**src/rtl/core/nbc_pkg.sv**
```systemverilog
// ---------------------------------------------------------------------------
// nbc_pkg
// Shared constants, datapath operation codes and controller/datapath structs
// for the natural breaks classifier.
// ---------------------------------------------------------------------------
package nbc_pkg;

   localparam int MAX_VALUES    = 256;
   localparam int MAX_CLASSES   = 8;
   localparam int VALUE_BITS    = 16;
   localparam int FRAC_BITS     = 16;

   localparam int ADDR_BITS     = $clog2(MAX_VALUES);
   localparam int CNT_BITS      = ADDR_BITS + 1;
   localparam int CLS_BITS      = $clog2(MAX_CLASSES);
   localparam int KCFG_BITS     = 4;
   localparam int COST_BITS     = 64;
   localparam int S1_BITS       = VALUE_BITS + ADDR_BITS;
   localparam int SQ_BITS       = 2 * VALUE_BITS;
   localparam int S2_BITS       = SQ_BITS + ADDR_BITS;
   localparam int P2_BITS       = 2 * S1_BITS;
   localparam int DEV_BITS      = S2_BITS + CNT_BITS;
   localparam int DIV_BITS      = 64;
   localparam int DIV_CNT_BITS  = $clog2(DIV_BITS + 1);
   localparam int MEM_DEPTH     = MAX_VALUES * MAX_CLASSES;
   localparam int MEM_ADDR_BITS = ADDR_BITS + CLS_BITS;

   localparam int CSR_ADDR_BITS = 3;
   localparam int CSR_DATA_BITS = 32;
   localparam logic [KCFG_BITS-1:0] CLASS_COUNT_RESET = 4'd5;
   localparam logic [CSR_ADDR_BITS-3:0] REG_CLASS_COUNT = '0;

   localparam logic [COST_BITS-1:0] COST_INF = {COST_BITS{1'b1}};

   typedef enum logic [4:0] {
      OP_NONE,
      OP_LOAD,
      OP_INS_RD,
      OP_INS_CMP,
      OP_RUN,
      OP_ROW1,
      OP_ROW_INIT,
      OP_M_RD,
      OP_M_SQ,
      OP_M_SUM,
      OP_M_PROD,
      OP_M_DIV,
      OP_M_WAIT,
      OP_C_RD,
      OP_C_CMP,
      OP_M_NEXT,
      OP_ROW_WR,
      OP_TB_LRD,
      OP_TB_LST,
      OP_TB_SRD,
      OP_TB_SPL,
      OP_TB_VAL,
      OP_OUT
   } dp_op_type;

   typedef struct packed {
      dp_op_type op;
      logic      idle;
      logic      out_valid;
   } ctl_cmd_type;

   typedef struct packed {
      logic full;
      logic last;
      logic few;
      logic single;
      logic shift;
      logic div_done;
      logic cloop;
      logic c_last;
      logic m_last;
      logic col_last;
      logic row_last;
      logic k_one;
      logic tb_end;
      logic out_last;
   } dp_status_type;

endpackage

```
**src/rtl/core/nbc_ctrl.sv**
```systemverilog
// ---------------------------------------------------------------------------
// nbc_ctrl
// Sequencer for loading, the dynamic program, traceback and break output.
// ---------------------------------------------------------------------------
module nbc_ctrl (
   input  logic                   clock,
   input  logic                   reset,
   input  logic                   req_valid,
   input  logic                   rsp_stall,
   input  nbc_pkg::dp_status_type status,
   output nbc_pkg::ctl_cmd_type   cmd
);

   typedef enum logic [4:0] {
      S_IDLE,
      S_INS_RD,
      S_INS_CMP,
      S_RUN,
      S_ROW1,
      S_ROW_INIT,
      S_M_RD,
      S_M_SQ,
      S_M_SUM,
      S_M_PROD,
      S_M_DIV,
      S_M_WAIT,
      S_C_RD,
      S_C_CMP,
      S_M_NEXT,
      S_ROW_WR,
      S_TB_LRD,
      S_TB_LST,
      S_TB_SRD,
      S_TB_SPL,
      S_TB_VAL,
      S_OUT
   } state_type;

   state_type state_ff, state_in;

   always_comb begin
      state_in      = state_ff;
      cmd.op        = nbc_pkg::OP_NONE;
      cmd.idle      = 1'b0;
      cmd.out_valid = 1'b0;
      case (state_ff)
         S_IDLE: begin
            cmd.idle = 1'b1;
            if (req_valid) begin
               cmd.op   = nbc_pkg::OP_LOAD;
               state_in = S_INS_RD;
            end
         end
         S_INS_RD: begin
            cmd.op = nbc_pkg::OP_INS_RD;
            if (status.full) begin
               state_in = status.last ? S_RUN : S_IDLE;
            end else begin
               state_in = S_INS_CMP;
            end
         end
         S_INS_CMP: begin
            cmd.op = nbc_pkg::OP_INS_CMP;
            if (!status.shift) begin
               state_in = status.last ? S_RUN : S_IDLE;
            end
         end
         S_RUN: begin
            cmd.op = nbc_pkg::OP_RUN;
            if (status.few) begin
               state_in = S_OUT;
            end else if (status.single) begin
               state_in = S_TB_LRD;
            end else begin
               state_in = S_ROW1;
            end
         end
         S_ROW1: begin
            cmd.op = nbc_pkg::OP_ROW1;
            if (status.col_last) begin
               state_in = S_ROW_INIT;
            end
         end
         S_ROW_INIT: begin
            cmd.op   = nbc_pkg::OP_ROW_INIT;
            state_in = S_M_RD;
         end
         S_M_RD: begin
            cmd.op   = nbc_pkg::OP_M_RD;
            state_in = S_M_SQ;
         end
         S_M_SQ: begin
            cmd.op   = nbc_pkg::OP_M_SQ;
            state_in = S_M_SUM;
         end
         S_M_SUM: begin
            cmd.op   = nbc_pkg::OP_M_SUM;
            state_in = S_M_PROD;
         end
         S_M_PROD: begin
            cmd.op   = nbc_pkg::OP_M_PROD;
            state_in = S_M_DIV;
         end
         S_M_DIV: begin
            cmd.op   = nbc_pkg::OP_M_DIV;
            state_in = S_M_WAIT;
         end
         S_M_WAIT: begin
            cmd.op = nbc_pkg::OP_M_WAIT;
            if (status.div_done) begin
               state_in = status.cloop ? S_C_RD : S_M_NEXT;
            end
         end
         S_C_RD: begin
            cmd.op   = nbc_pkg::OP_C_RD;
            state_in = S_C_CMP;
         end
         S_C_CMP: begin
            cmd.op   = nbc_pkg::OP_C_CMP;
            state_in = status.c_last ? S_M_NEXT : S_C_RD;
         end
         S_M_NEXT: begin
            cmd.op   = nbc_pkg::OP_M_NEXT;
            state_in = status.m_last ? S_ROW_WR : S_M_RD;
         end
         S_ROW_WR: begin
            cmd.op = nbc_pkg::OP_ROW_WR;
            if (status.col_last) begin
               state_in = status.row_last ? S_TB_LRD : S_ROW_INIT;
            end
         end
         S_TB_LRD: begin
            cmd.op   = nbc_pkg::OP_TB_LRD;
            state_in = S_TB_LST;
         end
         S_TB_LST: begin
            cmd.op   = nbc_pkg::OP_TB_LST;
            state_in = status.k_one ? S_OUT : S_TB_SRD;
         end
         S_TB_SRD: begin
            cmd.op   = nbc_pkg::OP_TB_SRD;
            state_in = S_TB_SPL;
         end
         S_TB_SPL: begin
            cmd.op   = nbc_pkg::OP_TB_SPL;
            state_in = S_TB_VAL;
         end
         S_TB_VAL: begin
            cmd.op   = nbc_pkg::OP_TB_VAL;
            state_in = status.tb_end ? S_OUT : S_TB_SRD;
         end
         S_OUT: begin
            cmd.out_valid = 1'b1;
            if (!rsp_stall) begin
               cmd.op = nbc_pkg::OP_OUT;
               if (status.out_last) begin
                  state_in = S_IDLE;
               end
            end
         end
         default: begin
            state_in = S_IDLE;
         end
      endcase
   end

   always_ff @(posedge clock) begin
      if (reset) begin
         state_ff <= S_IDLE;
      end else begin
         state_ff <= state_in;
      end
   end

endmodule

```
**config.mk**
```make
export PLATFORM = sky130hd
export DESIGN_NAME = nbc_ctrl
export DESIGN_NICKNAME = d
export VERILOG_FILES = /design/src/rtl/core/nbc_pkg.sv /design/src/rtl/core/nbc_ctrl.sv
export SDC_FILE = /design/constraint.sdc
export NUM_CORES = 1
export LEC_CHECK = 0
export ABC_CLOCK_PERIOD_IN_PS = 2350
export BUFFER_PORTS_ARGS = -buffer_cell sky130_fd_sc_hd__clkbuf_2
export CAP_MARGIN = 20
export CORE_UTILIZATION = 50
export CTS_CLUSTER_SIZE = 8
export DETAILED_ROUTE_END_ITERATION = 8
export PLACE_DENSITY = 0.88
export SYNTH_ARGS = -nofsm -noshare
export SYNTH_HDL_FRONTEND = slang
export SYNTH_SLANG_ARGS = --single-unit
```
**constraint.sdc**
```tcl
create_clock -name clock -period 2.35 [get_ports clock]
set_input_delay 0.1175 -clock clock [delete_from_list [all_inputs] [get_ports clock]]
set_output_delay 0.1175 -clock clock [all_outputs]
set_load 0.02 [all_outputs]
```
### Word-level counts from Yosys, hierarchy flattened

Cells that the tools add are included.

* flip-flop bits (word level): 5
* latch bits: 0
* bits in writable memories: 0
* bits in read-only memories: 0
* input port bits: 18
* output and inout port bits: 7
* logic and storage cells: 54
* memories kept: 0

* $add $sub $neg: 0
* multipliers: 0
* divide/modulo/power cells: 0
* $lt $le $gt $ge: 0
* eq/ne operators: 28
* shift operators: 0
* multiplexer cells: 23
* bitwise operators: 0
* reductions and logical operators: 2

Operators with widths (count)
* case mux 5 bit (22 select lines): 2
* 2-to-1 mux 5 bit: 11
* equality test 5 x 4 -> 1 bit, second input constant: 8
* equality test 5 bit, second input constant: 6
* equality test 5 x 3 -> 1 bit, second input constant: 4
* inequality test 2 bit, second input constant: 7
* equality test 5 x 2 -> 1 bit, second input constant: 2
* 2-to-1 mux 2 bit: 4
* AND reduction 7 bit: 1
* 2-to-1 mux 3 bit: 2
* equality test 5 x 1 -> 1 bit, second input constant: 1
* zero test 5 bit: 1
* 2-to-1 mux 4 bit: 1
* 2-to-1 mux 1 bit: 3

### Depth between registers and ports, before layout

Gate-level depths: netlist of run 1.

* word-level depth: 3
* mapped depth: 7
* gate-level depth less buffers: 5

### Least setup slack after synthesis of run 1

No wires, ideal clock.

* path type: register to register
* start point: reg state_ff[3]
* end point: reg state_ff[0]
* library setup time: 79 ps
* arrival: 1401 ps
* data required time: 2271 ps
* setup slack: 870 ps
* stages on the path, launching flop included: 7
* buffers on the path: 1
* period minus slack after synthesis: 1480 ps
* cells stage by stage: dfxtp_1 buf_6 or3_4 a211oi_2 a21oi_2 and2_4 a211oi_2

* cells in the longest elaborated chain, start to end: 3
* elaborated cells on any way between the ends: 31
* classes of those cells: eq/ne: 28; mux: 1; reduce/logical: 2

Ends and longest elaborated chain
* start: declaration: RTL line nbc_ctrl.sv:39 `state_type state_ff, state_in;`
* start signal: assignment: RTL line nbc_ctrl.sv:171 `state_ff <= state_in;`
* equality test 5 x 2 -> 1 bit (tied with other cells): RTL line nbc_ctrl.sv:46 `case (state_ff)`
* inequality test 2 bit (no line)
* AND reduction 7 bit (no line)

Parallel ways exist; a longest one is shown, timed or not.
A chain may end at the register's enable or synchronous reset.

### Worst setup path in the final report of run 1

* start point: reg state_ff[4]
* end point: reg state_ff[0]

The elaborated chain is that of the path after synthesis.

==> results of run 1 <==
-- per-layer routing --
metal	GRT usage	routed length [µm]	vias to the layer above
met5	0	0	-
met2	0.409	1060	44
li1	-	-	476
met3	0.0690	146	6
met4	0.0875	64	0
met1	0.330	878	428
-- final cells by class --
type / instances / area [µm²]
Clock buffer: 4 / 26.3
Fill cell: 133 / 571
Inverter: 4 / 15.0
Multi-Input combinational cell: 98 / 639
Sequential cell: 5 / 100
Tap cell: 16 / 20.0
Timing Repair Buffer: 26 / 135
-- worst max path at each step --
stage | startpoint | to | slack (ns)
4_1_cts | state_ff[0]$_SDFFE_PP0P_ | state_ff[0]$_SDFFE_PP0P_ | 0.42
6_report | state_ff[4]$_SDFFE_PP0P_ | state_ff[0]$_SDFFE_PP0P_ | 0.37
3_5_place_dp | state_ff[4]$_SDFFE_PP0P_ | state_ff[0]$_SDFFE_PP0P_ | 0.41
3_3_place_gp | state_ff[4]$_SDFFE_PP0P_ | state_ff[1]$_SDFFE_PP0P_ | 0.52
5_1_grt | state_ff[4]$_SDFFE_PP0P_ | state_ff[0]$_SDFFE_PP0P_ | 0.25
2_1_floorplan | state_ff[3]$_SDFFE_PP0P_ | state_ff[0]$_SDFFE_PP0P_ | 0.87
-- stage by stage --
step	cell area [µm²]	cells
6_report	936	153
3_3_place_gp	910	149
3_5_place_dp	910	149
2_1_floorplan	816	117
5_1_grt	936	153
4_1_cts	936	153
-- synthesized netlist by cell type, drive strengths merged (3+ instances only) --
master	number	share of area
nand3	3	0.018
nand2	12	0.055
nor4bb	3	0.037
inv	4	0.018
dfxtp	5	0.12
and2	3	0.028
nand2b	6	0.046
o21ai	5	0.031
a21o	3	0.028
a21oi	14	0.090
nor2b	8	0.061
nor2	4	0.018
or3	3	0.035
buf	9	0.069
a211oi	4	0.055
o22ai	5	0.038
-- where the power goes --
| group | total [W] | internal, W | switching [W] |
|---|---|---|---|
| clock | 0.0000999 | 0.0000642 | 0.0000357 |
| sequential | 0.000145 | 0.0000976 | 0.0000479 |
| combinational | 0.000321 | 0.000146 | 0.000175 |
-- worst register-to-register path: cells and delay by family, from the launching register on --
| kind | cells | cell delay [ns] |
|---|---|---|
| AND/OR/NAND/NOR | 1 | 0.26 |
| AO/OA/AOI/OAI | 4 | 0.94 |
| flip-flops | 1 | 0.70 |
-- cells by family (layout without fill, tap and decap cells) --
| kind of cell | Yosys count | count (layout) | synth area share |
|---|---|---|---|
| multiplexers | 1 | 1 | 0.0123 |
| AO/OA/AOI/OAI | 46 | 46 | 0.393 |
| buffers and inverters | 14 | 34 | 0.0935 |
| AND/OR/NAND/NOR | 51 | 51 | 0.379 |
| flip-flops | 5 | 5 | 0.123 |
-- placed cells by master (no fill, tap or decap), types with 2 or more instances in the layout --
cell,synthesis,layout
a211oi_2,3,3
nand2b_1,6,6
nor4bb_1,3,3
o22ai_1,5,5
nor2_1,4,4
inv_1,4,4
a21o_1,3,3
nand2_1,12,12
a2bb2oi_1,2,2
o21ai_0,5,5
or3_4,2,2
a21oi_1,13,13
buf_4,2,2
nand3_1,3,3
o211ai_1,2,2
nor2b_1,8,8
or2_2,2,2
clkbuf_2,1,24
clkbuf_4,0,3
dfxtp_1,5,5
==> qor.yml, run 1 <==
outcome:
  outcome: "complete, no violations"
setup_path:
  worstSetupPathDepth: 5
  worstReg2RegStart: "state_ff[4]$_SDFFE_PP0P_"
  start_kind: "register"
  critPathRequiredTime_ns: 2.52
  rr_endpoint: "state_ff[0]$_SDFFE_PP0P_"
  cp-end-kind: "register"
  critPathKind: "register to register"
  critPathMaxStageDelay_ns: 0.70
  crit_top_cell: "a211oi_2"
  cp.arrival_ns: 2.15
  critPathTopFamily: "compound AO/OA/AOI/OAI gates"
  path_max_fanout: 20
  cp_num_buf_inv: 0
  r2r_slack_ns: 0.37
  crit_chain: "or3_4 -> a211oi_2 -> a41oi_1 -> a21oi_1 -> a211oi_2"
  reg2regPathDepth: 5
  cp_slowest_cell: "dfxtp_1"
global_route:
  grt_pass1_vias: 842
  grt_usage: 0.256
  grt_overflow: 0
  grt_pass1_wl_mm: 3.58
  grt_max_degree: 23
  antenna_found_initial: 0
timing:
  clock_skew_ns: 0.00510
  tightestPinTransition_ns: 0.671
  slew_viol_final: 0
  holdWs_ns: 0.119
  setup_slack_ns: 0.371
  slew_headroom: 0.552
  finalSetupTns_ns: 0
  min_period_ns: 1.98
  fmax_mhz: 505
  period_share: 0.842
  hold_viol_final: 0
  rsz0062_at_grt: "no"
  finalSetupViolations: 0
synthesis:
  ys_ff_latch: 5
  synth_cell_types: 46
  syn_area_um2: 816
  ys_seq_area_frac: 0.123
  yosys_warnings: 0
  syn_nets: 135
  synth_edf_count: 0
  synth_area_per_cell_um2: 6.97
  yosys_most_used_dff: "dfxtp_1"
  synthArstFlopShare: 0
  syn_inst: 117
min_path:
  min_to: "state_ff[0]$_SDFFE_PP0P_"
  worstHoldPathCells: 2
  hold_path.class: "primary input to register"
  hp-start: "reset"
routing:
  drt-total-wl_mm: 2.15
  route.detailed.drc: 0
  drt_iter0_markers: 27
  vias: 954
  drt-pass1-iter-count: 5
  vias_per_cell: 6.24
  postRouteAntennaNets: 0
  wl_per_cell_um: 14.1
clock_network:
  cts_tree: "yes"
  postCtsSetupBuffers: 0
  insertion_delay_ns: 0.25
  holdBufCountCts: 0
  cts_buffer_depth: 2
  cts-resized-gates: 0
  cts_buffers: 3
  clockRootBuffer: "clkbuf_4"
  cts_sinks: 5
  h-tree-depth: 1
  clk_pin_slew_ns: 0.04
floorplanning:
  ios: 25
  die_w_um: 42.4
  core_um2: 1510
  start_util: 0.542
  num_rows: 14
  die_y_um: 42.4
  design.die.area_um2: 1800
finish:
  nets: 156
  layout-area-overhead-vs-synth_pct: 14.7
  largest_reg_flops: 5
  top_regs: "state_ff x5"
  antenna_cells: 0
  utilization: 0.621
  layout-drive-gt1-share: 0.292
  largest_register: "state_ff"
power_and_ir_drop:
  total_power_w: 0.000566
  p_per_area_nw_per_um2: 605
  leakage_nw: 0.386
  vdd_drop_max_mv: 0.382
placed_design:
  io_buffers: 24
  place_ws_ns: 0.410
  dpl.hpwl_mm: 1.63
  gp_congestion: 0.934
flow_run:
  maxCapViolations: 0
No activity file was read; power rests on OpenSTA's default activity.
==> run 2, diff against run 1 <==
- ABC_AREA: unset -> 1
- ABC_CLOCK_PERIOD_IN_PS: 2350 -> 2000
- CORE_UTILIZATION: 50 -> 49
- clock period: 2.35 -> 2 ns (I/O delays scaled with it)
==> qor.yml, run 2 <==
outcome:
  outcome: "complete, but fails checks"
  failed_checks: "setup timing"
synthesis:
  ys_ff_latch: 5
  synth_edf_count: 0
  syn_area_um2: 751
  ys_seq_area_frac: 0.133
  synth_cell_types: 22
  synth_area_per_cell_um2: 5.14
  synth_area_leaders: "nand2_1 19%, nand3_1 17%, dfxtp_1 13%"
  yosys_warnings: 0
  synth_top_area_frac: 0.190
  yosysTopAreaCell: "nand2_1"
  synth_commonest_cells: "38 x nand2_1, 26 x nand3_1, 22 x nor2_1, 16 x inv_1, 9 x nand4_1"
  yosys_most_used_dff: "dfxtp_1"
  syn_nets: 164
  synthArstFlopShare: 0
  syn_inst: 146
  yosysMostFrequentCell: "nand2_1"
timing:
  hold_viol_final: 0
  rsz0062_at_grt: "yes"
  setup_slack_ns: -0.0192
  finalSetupTns_ns: -0.0192
  min_period_ns: 2.02
  slew_headroom: 0.687
  clock_skew_ns: 0.00708
  slew_viol_final: 0
  finalSetupViolations: 1
  period_share: 1.01
  fmax_mhz: 495
  tightestPinTransition_ns: 0.469
setup_path:
  critPathKind: "register to output pin"
  start_kind: "register"
  worstReg2RegStart: "state_ff[2]$_SDFFE_PP0P_"
  cp.arrival_ns: 1.92
  cp-end-kind: "output pin"
  path_max_fanout: 8
  endpoint: "cmd[6]"
  critPathRequiredTime_ns: 1.90
  rr_endpoint: "state_ff[2]$_SDFFE_PP0P_"
  cp-startpoint: "state_ff[2]$_SDFFE_PP0P_"
  reg2regPathDepth: 9
  r2r_slack_ns: 0.27
finish:
  final_common_cell: "nand2_1"
  final_cell_mix: "38 x nand2_1, 26 x nand3_1, 24 x clkbuf_2, 21 x nor2_1, 16 x inv_1"
  nets: 192
  top_regs: "state_ff x5"
  largest_reg_flops: 5
  fin_area_um2: 917
  layout-area-overhead-vs-synth_pct: 22.2
  utilization: 0.671
  largest_register: "state_ff"
  antenna_cells: 0
  layout-drive-gt1-share: 0.237
clock_network:
  cts_buffer_depth: 2
  insertion_delay_ns: 0.25
  h-tree-depth: 1
  clk_pin_slew_ns: 0.05
  cts_tree: "yes"
  postCtsSetupBuffers: 0
  cts_sinks: 5
  clockRootBuffer: "clkbuf_4"
  holdBufCountCts: 0
  cts_buffers: 3
flow_run:
  maxCapViolations: 0
global_route:
  grt.met1_usage: 0.466
  antenna_found_initial: 0
  grt_usage: 0.337
  grt_overflow: 0
  grt_max_degree: 12
  globalRouteMet2Util: 0.527
  grt_pass1_vias: 943
  top_usage_layer: "met2"
  met3_usage: 0.0870
  grt_pass1_wl_mm: 3.86
floorplanning:
  num_rows: 13
  die_w_um: 41.1
  design.die.area_um2: 1690
  die_y_um: 41.1
  start_util: 0.549
  ios: 25
  core_um2: 1370
placed_design:
  dpl.hpwl_mm: 1.88
  post_dp_cell_area_um2: 888
  gp_congestion: 1.01
  io_buffers: 24
routing:
  postRouteAntennaNets: 0
  route.detailed.drc: 0
  drt-total-wl_mm: 2.51
  drt_iter0_markers: 111
  drt-pass1-iter-count: 6
  wl_per_cell_um: 13.4
  vias: 1153
  vias_per_cell: 6.13
power_and_ir_drop:
  vdd_drop_max_mv: 0.575
  p_comb_frac: 0.658
  p_per_area_nw_per_um2: 914
  p_switching_w: 0.000473
  seqPwrFrac: 0.195
  p_int_w: 0.000364
  switching_share: 0.565
  leakage_nw: 0.545
  clockPowerShare: 0.147
min_path:
  hold_path.class: "primary input to register"
[run 2: cell types whose count changed after synthesis, sizes merged, moves of 5 or more]
cell    delta
nand2     +28
nand3     +23
nor2      +23
inv       +15
nand4      +9
buf        -8
nor2b      -8
a21oi      -7
nand2b     -6
o22ai      -5
[run 2: worst min-delay path by stage]
stage | startpoint | to | cells past startpoint
floorplan | reset | state_ff[0]$_SDFFE_PP0P_ | 1
global placement | reset | state_ff[1]$_SDFFE_PP0P_ | 2
detailed placement | reset | state_ff[0]$_SDFFE_PP0P_ | 2
CTS | reset | state_ff[3]$_SDFFE_PP0P_ | 2
global route | reset | state_ff[1]$_SDFFE_PP0P_ | 2
finish | reset | state_ff[3]$_SDFFE_PP0P_ | 2
[run 2: repair_timing]
item | in CTS | in global routing
setup endpoints to repair | 2 | 3
gates resized for setup | 1 | 0
pin swaps | 0 | 0
[run 2: final cells by class]
type                       instances  area (µm²)
tap                               15        18.8
inverter                          20        75.1
clock buffer                       4        26.3
timing repair buffer              25         128
fill                             132         449
multi-input combinational        119         569
sequential                         5         100
[run 2: critical path, cell delays in order (launching register included)]
cell and delay [ns]:
dfxtp_1 0.39, inv_1 0.10, nor2_2 0.31, nand3_1 0.21, nor2_1 0.23, a31oi_1 0.10
nand3_1 0.14, clkbuf_2 0.18
[run 2: per-layer routing]
layer  vias up  wire, µm
met5         -         0
met4         0        48
met3        14       359
met2       107      1110
met1       484       991
li1        548         -
[run 2: kinds of logic after synthesis]
logic type	Yosys count	share of synthesized area
and+or+nand+nor	106	0.653
buffers and inverters	22	0.112
AOI/OAI and AO/OA	13	0.102
DFF	5	0.133
[run 2: power groups by stage]
stage	clock network, W	logic [W]	registers, W
2_1_floorplan	0	0.000388	0.000154
4_1_cts	0.000124	0.000540	0.000161
6_report	0.000123	0.000551	0.000164
5_1_grt	0.000134	0.000599	0.000166
3_3_place_gp	0	0.000531	0.000162
3_5_place_dp	0	0.000537	0.000163
[run 2: per-stage QoR]
step | hold WS (ns) | std cells | power (W) | setup WS [ns]
2_1_floorplan | 0.169 | 146 | 0.000543 | 0.498
3_3_place_gp | 0.335 | 184 | 0.000693 | 0.281
3_5_place_dp | 0.339 | 184 | 0.000700 | 0.224
4_1_cts | 0.0793 | 188 | 0.000825 | 0.105
5_1_grt | 0.0846 | 188 | 0.000899 | -0.0348
6_report | 0.0899 | 188 | 0.000838 | -0.0192
==> run 3, diff against run 2 <==
- ABC_AREA: 1 -> unset
- CORE_UTILIZATION: 49 -> 50
==> qor.yml, run 3 (same netlist as run 1, synthesis figures left out) <==
outcome:
  outcome: "complete, no violations"
timing:
  finalSetupTns_ns: 0
  slew_headroom: 0.593
  holdWs_ns: 0.0886
  rsz0062_at_grt: "no"
  fmax_mhz: 539
  slew_viol_final: 0
  hold_viol_final: 0
  finalSetupViolations: 0
  tightestPinTransition_ns: 0.603
  min_period_ns: 1.85
  clock_skew_ns: 0.000972
  period_share: 0.927
min_path:
  hp-start: "reset"
  hold_path.class: "primary input to register"
routing:
  vias_per_cell: 6.18
  drt_iter0_markers: 39
  drt-total-wl_mm: 2.20
  route.detailed.drc: 0
  vias: 983
  drt-pass1-iter-count: 4
  postRouteAntennaNets: 0
  wl_per_cell_um: 13.9
flow_run:
  maxCapViolations: 0
setup_path:
  crit_chain: "buf_4 -> and2_1 -> nand3_1 -> a21oi_1 -> clkbuf_2"
  endpoint: "cmd[5]"
  start_kind: "register"
  path_max_fanout: 13
  r2r_slack_ns: 0.25
  cp_num_buf_inv: 2
  critPathKind: "register to output pin"
  critPathRequiredTime_ns: 1.90
  rr_endpoint: "state_ff[1]$_SDFFE_PP0P_"
  cp_slowest_cell: "dfxtp_1"
  cp-startpoint: "state_ff[1]$_SDFFE_PP0P_"
  cp-end-kind: "output pin"
  worstSetupPathDepth: 5
  critPathMaxStageDelay_ns: 0.51
  cp.arrival_ns: 1.75
  reg2regPathDepth: 5
  critPathTopFamily: "flip-flops"
  worstReg2RegStart: "state_ff[0]$_SDFFE_PP0P_"
power_and_ir_drop:
  vdd_drop_max_mv: 0.428
  total_power_w: 0.000690
  p_per_area_nw_per_um2: 703
  leakage_nw: 0.418
floorplanning:
  core_um2: 1510
  ios: 25
  die_y_um: 42.4
  num_rows: 14
  start_util: 0.542
  die_w_um: 42.4
  design.die.area_um2: 1800
clock_network:
  clockRootBuffer: "clkbuf_4"
  cts_buffers: 3
  clk_pin_slew_ns: 0.04
  insertion_delay_ns: 0.24
  h-tree-depth: 1
  cts_tree: "yes"
  cts_sinks: 5
  cts-resized-gates: 0
  cts_buffer_depth: 2
  holdBufCountCts: 0
  postCtsSetupBuffers: 0
global_route:
  grt_max_degree: 16
  antenna_found_initial: 0
  grt_overflow: 0
  grt_pass1_wl_mm: 3.71
  grt_usage: 0.260
  grt_pass1_vias: 917
placed_design:
  post_dp_cell_area_um2: 955
  gp_congestion: 0.967
  dpl.hpwl_mm: 1.76
  io_buffers: 24
finish:
  antenna_cells: 0
  layout-area-overhead-vs-synth_pct: 20.2
  largest_reg_flops: 5
  top_regs: "state_ff x5"
  final_common_cell: "clkbuf_2"
  layout-drive-gt1-share: 0.322
  final_cell_mix: "24 x clkbuf_2, 13 x a21oi_1, 12 x nand2_1, 8 x nor2b_1, 8 x buf_4"
  fillers: 129
  fin_area_um2: 981
  nets: 162
  largest_register: "state_ff"
## run 3: cell types whose count changed in the layout (fill, tap and decap cells not counted), moves of 6 or more
| cell | delta |
|---|---|
| a21oi_1 | +7 |
| buf_4 | +7 |
| inv_1 | -12 |
| nand2_1 | -26 |
| nand2b_1 | +6 |
| nand3_1 | -23 |
| nand4_1 | -9 |
| nor2_1 | -17 |
| nor2b_1 | +8 |
## run 3: layer usage
metal,wire length (µm),track usage
met2,1060,0.434
met1,943,0.326
met3,172,0.0733
met4,27,0.0688
met5,0,0
## run 3: worst min-delay path by stage
stage                                     endpoint  slack (ns)  cells past startpoint
after detailed placement  state_ff[0]$_SDFFE_PP0P_        0.34                      2
final                     state_ff[0]$_SDFFE_PP0P_        0.09                      2
after floorplan           state_ff[0]$_SDFFE_PP0P_        0.16                      1
after global routing      state_ff[0]$_SDFFE_PP0P_         0.1                      2
after global placement    state_ff[0]$_SDFFE_PP0P_        0.34                      2
after CTS                 state_ff[0]$_SDFFE_PP0P_        0.09                      2
## run 3: cell type report
class,instances,area (µm²),share of cell area
Inverter,4,15.0,0.0153
Timing Repair Buffer,32,180,0.184
Clock buffer,4,26.3,0.0268
Tap cell,16,20.0,0.0204
Sequential cell,5,100,0.102
Multi-Input combinational cell,98,639,0.652
## run 3: per-stage QoR
stage	setup slack [ns]	std cells	util
2_1_floorplan	0.520	117	-
3_3_place_gp	0.322	155	0.634
3_5_place_dp	0.290	155	0.634
4_1_cts	0.177	159	0.651
5_1_grt	0.0758	159	0.651
6_report	0.146	159	0.651
## run 3: power by group
| part | internal (W) | switching [W] |
|---|---|---|
| logic | 0.000192 | 0.000229 |
| registers | 0.000115 | 0.0000394 |
| clock network | 0.0000753 | 0.0000393 |
## run 3: worst register-to-register path, cell delays in order (launching register included)
cell and delay [ns]:
dfxtp_1 0.55, buf_4 0.21, a211oi_2 0.04, a41oi_1 0.48, and2_4 0.25, o22ai_1 0.08
